**config.mk**
```make
export PLATFORM = sky130hd
export DESIGN_NAME = led_chaser_pwm_dimmer_core
export DESIGN_NICKNAME = d
export VERILOG_FILES = /design/src/design/lcpd_pkg.sv /design/src/design/lcpd_cfg.sv /design/src/design/lcpd_engine.sv /design/src/design/led_chaser_pwm_dimmer_core.sv
export SDC_FILE = /design/constraint.sdc
export NUM_CORES = 1
export LEC_CHECK = 0
export BUFFER_PORTS_ARGS = -buffer_cell sky130_fd_sc_hd__buf_2
export CORE_UTILIZATION = 45
export CTS_CLUSTER_SIZE = 14
export DETAILED_ROUTE_END_ITERATION = 6
export GPL_ROUTABILITY_DRIVEN = 0
export PLACE_DENSITY = 0.69
export SLEW_MARGIN = 20
export SYNTH_ARGS = -nofsm -noshare
export SYNTH_HDL_FRONTEND = slang
export SYNTH_SLANG_ARGS = --single-unit
```
**constraint.sdc**
```tcl
create_clock -name clk -period 9.1 [get_ports clk]
set_input_delay 0.455 -clock clk [delete_from_list [all_inputs] [get_ports clk]]
set_output_delay 0.455 -clock clk [all_outputs]
set_load 0.03 [all_outputs]
```
**src/design/lcpd_pkg.sv**
```systemverilog
// lcpd_pkg: shared types, codes, pattern tables and light thresholds
// for the led chaser with pwm dimming; no dependencies
package lcpd_pkg;

    // request kinds carried on s_tuser
    typedef enum logic [1:0] {
        REQ_STEP   = 2'd0,
        REQ_PWM    = 2'd1,
        REQ_LIGHT  = 2'd2,
        REQ_TOGGLE = 2'd3
    } req_t;

    // configuration register indexes
    localparam logic [2:0] CFG_CHASE_MODE = 3'd0;
    localparam logic [2:0] CFG_IVL_MODE1  = 3'd1;
    localparam logic [2:0] CFG_IVL_MODE2  = 3'd2;
    localparam logic [2:0] CFG_IVL_MODE3  = 3'd3;
    localparam logic [2:0] CFG_IVL_MODE4  = 3'd4;

    // chase modes
    localparam logic [2:0] MODE_SINGLE_FWD = 3'd1;
    localparam logic [2:0] MODE_SINGLE_BWD = 3'd2;
    localparam logic [2:0] MODE_PAIR_FWD   = 3'd3;
    localparam logic [2:0] MODE_PAIR_BWD   = 3'd4;

    localparam logic [3:0] IVL_RESET  = 4'd4;
    localparam logic [7:0] LED_ALL_OFF = 8'hff;

    // light thresholds, levels and duties
    localparam logic [7:0] LIGHT_TH1 = 8'd63;
    localparam logic [7:0] LIGHT_TH2 = 8'd126;
    localparam logic [7:0] LIGHT_TH3 = 8'd189;
    localparam logic [2:0] LEVEL_1 = 3'd1;
    localparam logic [2:0] LEVEL_2 = 3'd2;
    localparam logic [2:0] LEVEL_3 = 3'd3;
    localparam logic [2:0] LEVEL_4 = 3'd4;
    localparam logic [6:0] DUTY_1 = 7'd10;
    localparam logic [6:0] DUTY_2 = 7'd40;
    localparam logic [6:0] DUTY_3 = 7'd70;
    localparam logic [6:0] DUTY_4 = 7'd100;

    // configuration seen by the engine
    typedef struct packed {
        logic [2:0] chase_mode;
        logic [3:0] ivl1;
        logic [3:0] ivl2;
        logic [3:0] ivl3;
        logic [3:0] ivl4;
        logic       pos_clear;
    } cfg_t;

    // one lit led walking over eight places
    function automatic logic [7:0] single_pat(input logic [2:0] pos);
        logic [7:0] pat;
        pat = ~(8'd1 << pos);
        return pat;
    endfunction

    // mirrored pair over four places
    function automatic logic [7:0] pair_pat(input logic [1:0] pos);
        logic [7:0] pat;
        case (pos)
            2'd0:    pat = 8'he7;
            2'd1:    pat = 8'hdb;
            2'd2:    pat = 8'hbd;
            default: pat = 8'h7e;
        endcase
        return pat;
    endfunction

endpackage

```
**src/design/lcpd_cfg.sv**
```systemverilog
// lcpd_cfg: configuration registers and position-clear strobe
// depends on lcpd_pkg
module lcpd_cfg (
    input  logic              clk,
    input  logic              rst_n,
    input  logic              cfg_we,
    input  logic [2:0]        cfg_index,
    input  logic [3:0]        cfg_wdata,
    output lcpd_pkg::cfg_t    cfg
);
    import lcpd_pkg::*;

    logic [2:0] mode_reg, mode_next;
    logic [3:0] ivl1_reg, ivl1_next;
    logic [3:0] ivl2_reg, ivl2_next;
    logic [3:0] ivl3_reg, ivl3_next;
    logic [3:0] ivl4_reg, ivl4_next;
    logic       hit;

    // decode a write; indexes beyond the list are dropped
    always_comb
    begin
        mode_next = mode_reg;
        ivl1_next = ivl1_reg;
        ivl2_next = ivl2_reg;
        ivl3_next = ivl3_reg;
        ivl4_next = ivl4_reg;
        hit       = 1'b0;
        if (cfg_we)
        begin
            case (cfg_index)
                CFG_CHASE_MODE:
                begin
                    mode_next = cfg_wdata[2:0];
                    hit = 1'b1;
                end
                CFG_IVL_MODE1:
                begin
                    ivl1_next = cfg_wdata;
                    hit = 1'b1;
                end
                CFG_IVL_MODE2:
                begin
                    ivl2_next = cfg_wdata;
                    hit = 1'b1;
                end
                CFG_IVL_MODE3:
                begin
                    ivl3_next = cfg_wdata;
                    hit = 1'b1;
                end
                CFG_IVL_MODE4:
                begin
                    ivl4_next = cfg_wdata;
                    hit = 1'b1;
                end
                default: hit = 1'b0;
            endcase
        end
    end

    always_ff @(posedge clk or negedge rst_n)
    begin
        if (!rst_n)
        begin
            mode_reg <= MODE_SINGLE_FWD;
            ivl1_reg <= IVL_RESET;
            ivl2_reg <= IVL_RESET;
            ivl3_reg <= IVL_RESET;
            ivl4_reg <= IVL_RESET;
        end
        else
        begin
            mode_reg <= mode_next;
            ivl1_reg <= ivl1_next;
            ivl2_reg <= ivl2_next;
            ivl3_reg <= ivl3_next;
            ivl4_reg <= ivl4_next;
        end
    end

    // clear strobe goes out with the write so the engine resets position
    assign cfg.chase_mode = mode_reg;
    assign cfg.ivl1       = ivl1_reg;
    assign cfg.ivl2       = ivl2_reg;
    assign cfg.ivl3       = ivl3_reg;
    assign cfg.ivl4       = ivl4_reg;
    assign cfg.pos_clear  = hit;

endmodule

```
**src/design/lcpd_engine.sv**
```systemverilog
// lcpd_engine: chaser state (run flag, step and pwm counters, position,
// duty, level, led) updated once per item; depends on lcpd_pkg
module lcpd_engine #(
    parameter int TICKS_PER_UNIT = 100,
    parameter int PWM_PERIOD     = 101
) (
    input  logic              clk,
    input  logic              rst_n,
    input  lcpd_pkg::cfg_t    cfg,
    input  logic              item_go,
    input  lcpd_pkg::req_t    req_type,
    input  logic [7:0]        light_sample,
    output logic [7:0]        led_drive,
    output logic [2:0]        brightness_level,
    output logic              running
);
    import lcpd_pkg::*;

    localparam int SCW = $clog2(15 * TICKS_PER_UNIT + 1);
    localparam logic [6:0] PWM_LAST = 7'(PWM_PERIOD - 1);

    logic           run_reg, run_next;
    logic [SCW-1:0] step_reg, step_next;
    logic [2:0]     pos_reg, pos_next;
    logic [6:0]     pwm_reg, pwm_next;
    logic [6:0]     duty_reg, duty_next;
    logic [2:0]     level_reg, level_next;
    logic [7:0]     led_reg, led_next;

    logic [3:0]     ivl;
    logic           mode_ok;
    logic [SCW-1:0] step_inc;
    logic [SCW-1:0] thresh;
    logic [6:0]     pwm_inc;
    logic [7:0]     pattern;

    // interval and pattern for the current mode
    always_comb
    begin
        mode_ok = 1'b1;
        case (cfg.chase_mode)
            MODE_SINGLE_FWD: ivl = cfg.ivl1;
            MODE_SINGLE_BWD: ivl = cfg.ivl2;
            MODE_PAIR_FWD:   ivl = cfg.ivl3;
            MODE_PAIR_BWD:   ivl = cfg.ivl4;
            default:
            begin
                ivl = 4'd0;
                mode_ok = 1'b0;
            end
        endcase
        if (cfg.chase_mode inside {MODE_SINGLE_FWD, MODE_SINGLE_BWD})
            pattern = single_pat(pos_reg);
        else if (cfg.chase_mode inside {MODE_PAIR_FWD, MODE_PAIR_BWD})
            pattern = pair_pat(pos_reg[1:0]);
        else
            pattern = LED_ALL_OFF;
    end

    assign step_inc = step_reg + SCW'(1);
    assign thresh   = SCW'(ivl) * SCW'(TICKS_PER_UNIT);
    assign pwm_inc  = pwm_reg + 7'd1;

    // next state for one item
    always_comb
    begin
        run_next   = run_reg;
        step_next  = step_reg;
        pos_next   = pos_reg;
        pwm_next   = pwm_reg;
        duty_next  = duty_reg;
        level_next = level_reg;
        led_next   = led_reg;
        if (item_go)
        begin
            case (req_type)
                REQ_STEP:
                begin
                    if (run_reg && mode_ok)
                    begin
                        if (step_inc >= thresh)
                        begin
                            step_next = '0;
                            case (cfg.chase_mode)
                                MODE_SINGLE_FWD: pos_next = pos_reg + 3'd1;
                                MODE_SINGLE_BWD: pos_next = pos_reg + 3'd7;
                                MODE_PAIR_FWD:   pos_next = {1'b0, pos_reg[1:0] + 2'd1};
                                default:         pos_next = {1'b0, pos_reg[1:0] + 2'd3};
                            endcase
                        end
                        else
                            step_next = step_inc;
                    end
                end
                REQ_PWM:
                begin
                    if (run_reg)
                    begin
                        if (pwm_inc < duty_reg)
                        begin
                            pwm_next = pwm_inc;
                            led_next = pattern;
                        end
                        else if (pwm_inc <= PWM_LAST)
                        begin
                            pwm_next = pwm_inc;
                            led_next = LED_ALL_OFF;
                        end
                        else
                        begin
                            pwm_next = 7'd0;
                            led_next = LED_ALL_OFF;
                        end
                    end
                end
                REQ_LIGHT:
                begin
                    if (light_sample < LIGHT_TH1)
                    begin
                        level_next = LEVEL_1;
                        duty_next  = DUTY_1;
                    end
                    else if (light_sample < LIGHT_TH2)
                    begin
                        level_next = LEVEL_2;
                        duty_next  = DUTY_2;
                    end
                    else if (light_sample <= LIGHT_TH3)
                    begin
                        level_next = LEVEL_3;
                        duty_next  = DUTY_3;
                    end
                    else
                    begin
                        level_next = LEVEL_4;
                        duty_next  = DUTY_4;
                    end
                end
                default: run_next = ~run_reg;
            endcase
        end
        // the user must make config writes only while idle; the block does not enforce it
        if (cfg.pos_clear)
            pos_next = 3'd0;
    end

    always_ff @(posedge clk or negedge rst_n)
    begin
        if (!rst_n)
        begin
            run_reg   <= 1'b0;
            step_reg  <= '0;
            pos_reg   <= 3'd0;
            pwm_reg   <= 7'd0;
            duty_reg  <= 7'd0;
            level_reg <= 3'd0;
            led_reg   <= LED_ALL_OFF;
        end
        else
        begin
            run_reg   <= run_next;
            step_reg  <= step_next;
            pos_reg   <= pos_next;
            pwm_reg   <= pwm_next;
            duty_reg  <= duty_next;
            level_reg <= level_next;
            led_reg   <= led_next;
        end
    end

    // result is the state after this item
    assign led_drive        = led_next;
    assign brightness_level = level_next;
    assign running          = run_next;

endmodule

```
**src/design/led_chaser_pwm_dimmer_core.sv**
```systemverilog
// led_chaser_pwm_dimmer_core: top level with input and result registers
// around the chaser engine; depends on lcpd_pkg, lcpd_cfg, lcpd_engine
//
//  channel   | direction | width   | contents
//  s_*       | in        | 8 + 2   | tdata light_sample, tuser req_type
//  m_*       | out       | 16      | tdata led_drive, brightness_level, running
//  cfg_*     | in        | 3 + 4   | register index and write data
//
// A word accepted into the input register passes through the engine into
// the result register; one item is taken per cycle while m_tready does not
// stall the result register.
// Reset clears both valid flags and all chaser state.
// A stalled m_tready holds the result; the input register still fills,
// then s_tready drops until the result is taken.
module led_chaser_pwm_dimmer_core #(
    parameter int TICKS_PER_UNIT = 100,
    parameter int PWM_PERIOD     = 101
) (
    input  logic        clk,
    input  logic        rst_n,
    input  logic        s_tvalid,
    output logic        s_tready,
    input  logic [7:0]  s_tdata,   // [7:0] light_sample
    input  logic [1:0]  s_tuser,   // [1:0] req_type
    output logic        m_tvalid,
    input  logic        m_tready,
    output logic [15:0] m_tdata,   // [7:0] led_drive, [10:8] brightness_level,
                                   // [11] running, [15:12] zero
    input  logic        cfg_we,
    input  logic [2:0]  cfg_index,
    input  logic [3:0]  cfg_wdata
);
    import lcpd_pkg::*;

    cfg_t       cfg;
    logic       in_vld_reg, in_vld_next;
    req_t       in_req_reg;
    logic [7:0] in_smp_reg;
    logic       out_vld_reg, out_vld_next;
    logic [11:0] out_data_reg;
    logic       adv;
    logic       item_go;
    logic [7:0] led_drive;
    logic [2:0] brightness_level;
    logic       running;

    lcpd_cfg u_cfg (
        .clk       (clk),
        .rst_n     (rst_n),
        .cfg_we    (cfg_we),
        .cfg_index (cfg_index),
        .cfg_wdata (cfg_wdata),
        .cfg       (cfg)
    );

    lcpd_engine #(
        .TICKS_PER_UNIT (TICKS_PER_UNIT),
        .PWM_PERIOD     (PWM_PERIOD)
    ) u_engine (
        .clk              (clk),
        .rst_n            (rst_n),
        .cfg              (cfg),
        .item_go          (item_go),
        .req_type         (in_req_reg),
        .light_sample     (in_smp_reg),
        .led_drive        (led_drive),
        .brightness_level (brightness_level),
        .running          (running)
    );

    // pipeline handshake
    assign adv       = !out_vld_reg || m_tready;
    assign item_go   = in_vld_reg && adv;
    assign s_tready  = !in_vld_reg || adv;

    always_comb
    begin
        in_vld_next = in_vld_reg;
        if (s_tready)
            in_vld_next = s_tvalid;
        out_vld_next = out_vld_reg;
        if (adv)
            out_vld_next = in_vld_reg;
    end

    // control registers
    always_ff @(posedge clk or negedge rst_n)
    begin
        if (!rst_n)
        begin
            in_vld_reg  <= 1'b0;
            out_vld_reg <= 1'b0;
        end
        else
        begin
            in_vld_reg  <= in_vld_next;
            out_vld_reg <= out_vld_next;
        end
    end

    // payload registers
    always_ff @(posedge clk)
    begin
        if (s_tvalid && s_tready)
        begin
            in_req_reg <= req_t'(s_tuser);
            in_smp_reg <= s_tdata;
        end
        if (item_go)
            out_data_reg <= {running, brightness_level, led_drive};
    end

    assign m_tvalid = out_vld_reg;
    assign m_tdata  = {4'd0, out_data_reg};

endmodule

```
==> results_dict.tcl <==
set metrics [dict create \
    yosys_warnings 0 \
    synthDistinctLibCells 60 \
    synth_top_family_by_area "simple AND/OR/NAND/NOR gates" \
    grt_pass1_wl_um 13500 \
    grt_max_degree 59 \
    drc 0 \
    synth_area_leaders "dfrtp_1 26%, edfxtp_1 15%, dfstp_2 7.8%, mux2_2 6.4%, ha_1 6.3%" \
    r2r_cells 16 \
    skew_ps 8.36 \
    dp_hpwl_um 5690 \
    ioPinCount 40 \
    numCtsBuffers 9 \
    grt_pass1_vias 2917 \
    crit_required_ps 9340 \
    rows 35 \
    timing_worst_setup_path_type "register to register" \
    critPathMaxFanout 11 \
    finalCriticalPeriod_ps 3920 \
    synth_cells 389 \
    dr.pass1.iters 4 \
    synthSimpleGateAreaFrac_pct 15.5 \
    synth_area_um2 4380 \
    finalCritPeriodShare_pct 43.1 \
    vias 2959 \
    start_util_pct 46.9 \
    end_kind "register" \
    multi_input_area_um2 2130 \
    die-height_um 101 \
    largest_register_ffs 12 \
    synth_edf_count 22 \
    synth_top_area_cell "dfrtp_1" \
    setup_viol 0 \
    avgSynthCellArea_um2 11.3 \
    post-cts-setup-buffer-count 0 \
    cts_tree "built" \
    final.setup.worst_slack_ps 5180 \
    drtIter0Drc 72 \
    die_x_um 101 \
    grt_overflow 0 \
    antenna_found_initial 0 \
    powerDensity_nw_per_um2 221 \
    start_kind "register" \
    wl_per_cell_um 14.2 \
    nets 471 \
    arrival_ps 4160 \
    register_area_um2 2130 \
    cts_root_buf "clkbuf_8" \
    worst_pin_slew_ps 846 \
    ctsHoldBuffers 0 \
    drive_gt1_share_pct 26.0 \
    drv_slew 0 \
    worst_slew_margin_rel_pct 43.5 \
    n_antenna_cell 0 \
    peakVddDrop_v 0.0000895 \
    synthXorXnorAreaFrac_pct 5.40 \
    synth_mux_area_share_pct 7.46 \
    hold_viol 0 \
    regToRegSetupSlack_ps 5180 \
    hold_path_class "primary input to async pin" \
    synth_ff_type "dfrtp_1" \
    tns_ps 0 \
    clk_latency_ps 350 \
    via_per_inst 5.29 \
    synth_compound_area_share_pct 12.7 \
    synth_seq_cells 80 \
    seq_area_frac_synth_pct 48.6 \
    fill_cells 821 \
    ctsResizeCount 0 \
    area_growth_pct 11.2 \
    hold_slack_ps 245 \
    totalWireLength_um 7950 \
    rsz0062_at_grt "no" \
    grt.total_usage_pct 17.0 \
    reg2reg_from "u_cfg.mode_reg[0]$_DFFE_PN1P_" \
    r2r_end "u_engine.step_reg[10]$_DFFE_PN0P_" \
    h-tree-depth 3 \
    portBuffers 35 \
    synth_top_area_share_pct 25.7 \
    ant_nets 0 \
    outcome "complete, no violations" \
    max_freq_ghz 0.255 \
    dp_slack_ps 5240 \
    leakagePower_uw 0.00212 \
    drv_cap 0 \
    cts_sinks 80 \
    die_area_um2 10100 \
    coreArea_um2 9330 \
    async_reset_ff_share_pct 72.5 \
    yosys.area_share.adder_pct 7.20 \
    clockBufferDepth 2 \
    clk_pin_slew_worst_paths_ps 80 \
]
## per-layer routing
layer | share of wire [%] | global-route usage (%) | wire (um)
met5 | 0 | 0 | 0
met4 | 1.3 | 5.35 | 104
met3 | 2.6 | 3.26 | 210
met2 | 48 | 28.5 | 3800
met1 | 48 | 22.3 | 3840
## logic make-up after synthesis
kind of cell               after synthesis
and+or+nand+nor                        123
DFF                                     80
AOI/OAI and AO/OA                       77
muxes                                   29
buffers and inverters                   28
xor gates and xnor gates                27
adders and majority gates               24
other                                    1
## layout make-up
cell class	instances	share of cell area, %
Inverter	13	1.00
Timing Repair Buffer	37	3.90
Sequential cell	80	43.7
Tap cell	129	3.31
Multi-Input combinational cell	284	43.7
Clock buffer	10	2.62
Clock inverter	6	1.72
## cells in the mapped netlist (all sizes together) (6+ instances only)
master	count
a21oi	17
a22oi	10
and2	7
and3	10
buf	12
dfrtp	45
dfstp	13
edfxtp	22
ha	22
inv	13
mux2	26
nand2	30
nand2b	6
nand3	13
nor2	21
nor2b	12
nor3b	6
o21ai	15
xnor2	15
xor2	12
## power by group
part	internal (uW)	total, uW	switching, uW
Sequential	437	481	44.2
Clock	154	283	129
Combinational	136	314	178
Total	727	1080	351
## through the flow
step	area [um2]	util (%)	std cells	power, uW
after global placement	4660	50.0	543	790
after floorplan	4390	-	392	729
after detailed placement	4660	50.0	543	804
after global routing	4870	52.2	559	1150
final	4870	52.2	559	1080
after CTS	4870	52.2	559	1090
## worst max path at each step
| stage | endpoint | slack, ps | startpoint | cells past startpoint |
|---|---|---|---|---|
| global placement | u_engine.step_reg[10]$_DFFE_PN0P_ | 5370 | u_cfg.mode_reg[0]$_DFFE_PN1P_ | 14 |
| detailed placement | u_engine.step_reg[7]$_DFFE_PN0P_ | 5240 | u_cfg.mode_reg[0]$_DFFE_PN1P_ | 14 |
| floorplan | u_engine.step_reg[10]$_DFFE_PN0P_ | 5490 | u_cfg.mode_reg[0]$_DFFE_PN1P_ | 15 |
| finish | u_engine.step_reg[10]$_DFFE_PN0P_ | 5180 | u_cfg.mode_reg[0]$_DFFE_PN1P_ | 16 |
| global route | u_engine.step_reg[8]$_DFFE_PN0P_ | 4890 | u_cfg.mode_reg[0]$_DFFE_PN1P_ | 16 |
| CTS | u_engine.step_reg[8]$_DFFE_PN0P_ | 5200 | u_cfg.mode_reg[0]$_DFFE_PN1P_ | 16 |
## cell usage in the layout, fill, tap and decap left out, types with 3 or more instances in the layout
cell type,count
a22oi_1,10
a21oi_2,4
a21o_1,5
inv_1,13
nand3b_1,4
buf_2,35
and3_1,8
xnor2_1,15
nand2_1,30
o21a_1,3
ha_1,22
nor2_1,19
o22a_1,5
conb_1,4
o21ai_0,11
mux2_2,25
nand3_1,11
dfrtp_1,45
dfstp_2,13
nand2b_1,6
o31ai_1,4
nor2b_1,12
a31o_2,4
a22o_1,3
o21ai_1,3
edfxtp_1,22
and2_1,7
mux2i_1,3
nor3b_1,6
o32a_1,3
a21oi_1,12
clkbuf_8,9
xor2_1,12
## worst max-delay path: stages, from the launching register on
cell     delay, ps
dfstp_2        650
nor2b_1        120
a22oi_1        230
nor2_1          70
a21oi_2        330
xor2_1         190
ha_1           180
inv_1           50
fa_1           400
inv_1           70
a31oi_1         90
xor2_1         150
ha_1           320
nand2_1         60
o21ai_1        450
nor2_1         180
a31o_2         280
(Power assumes the default switching activity.)
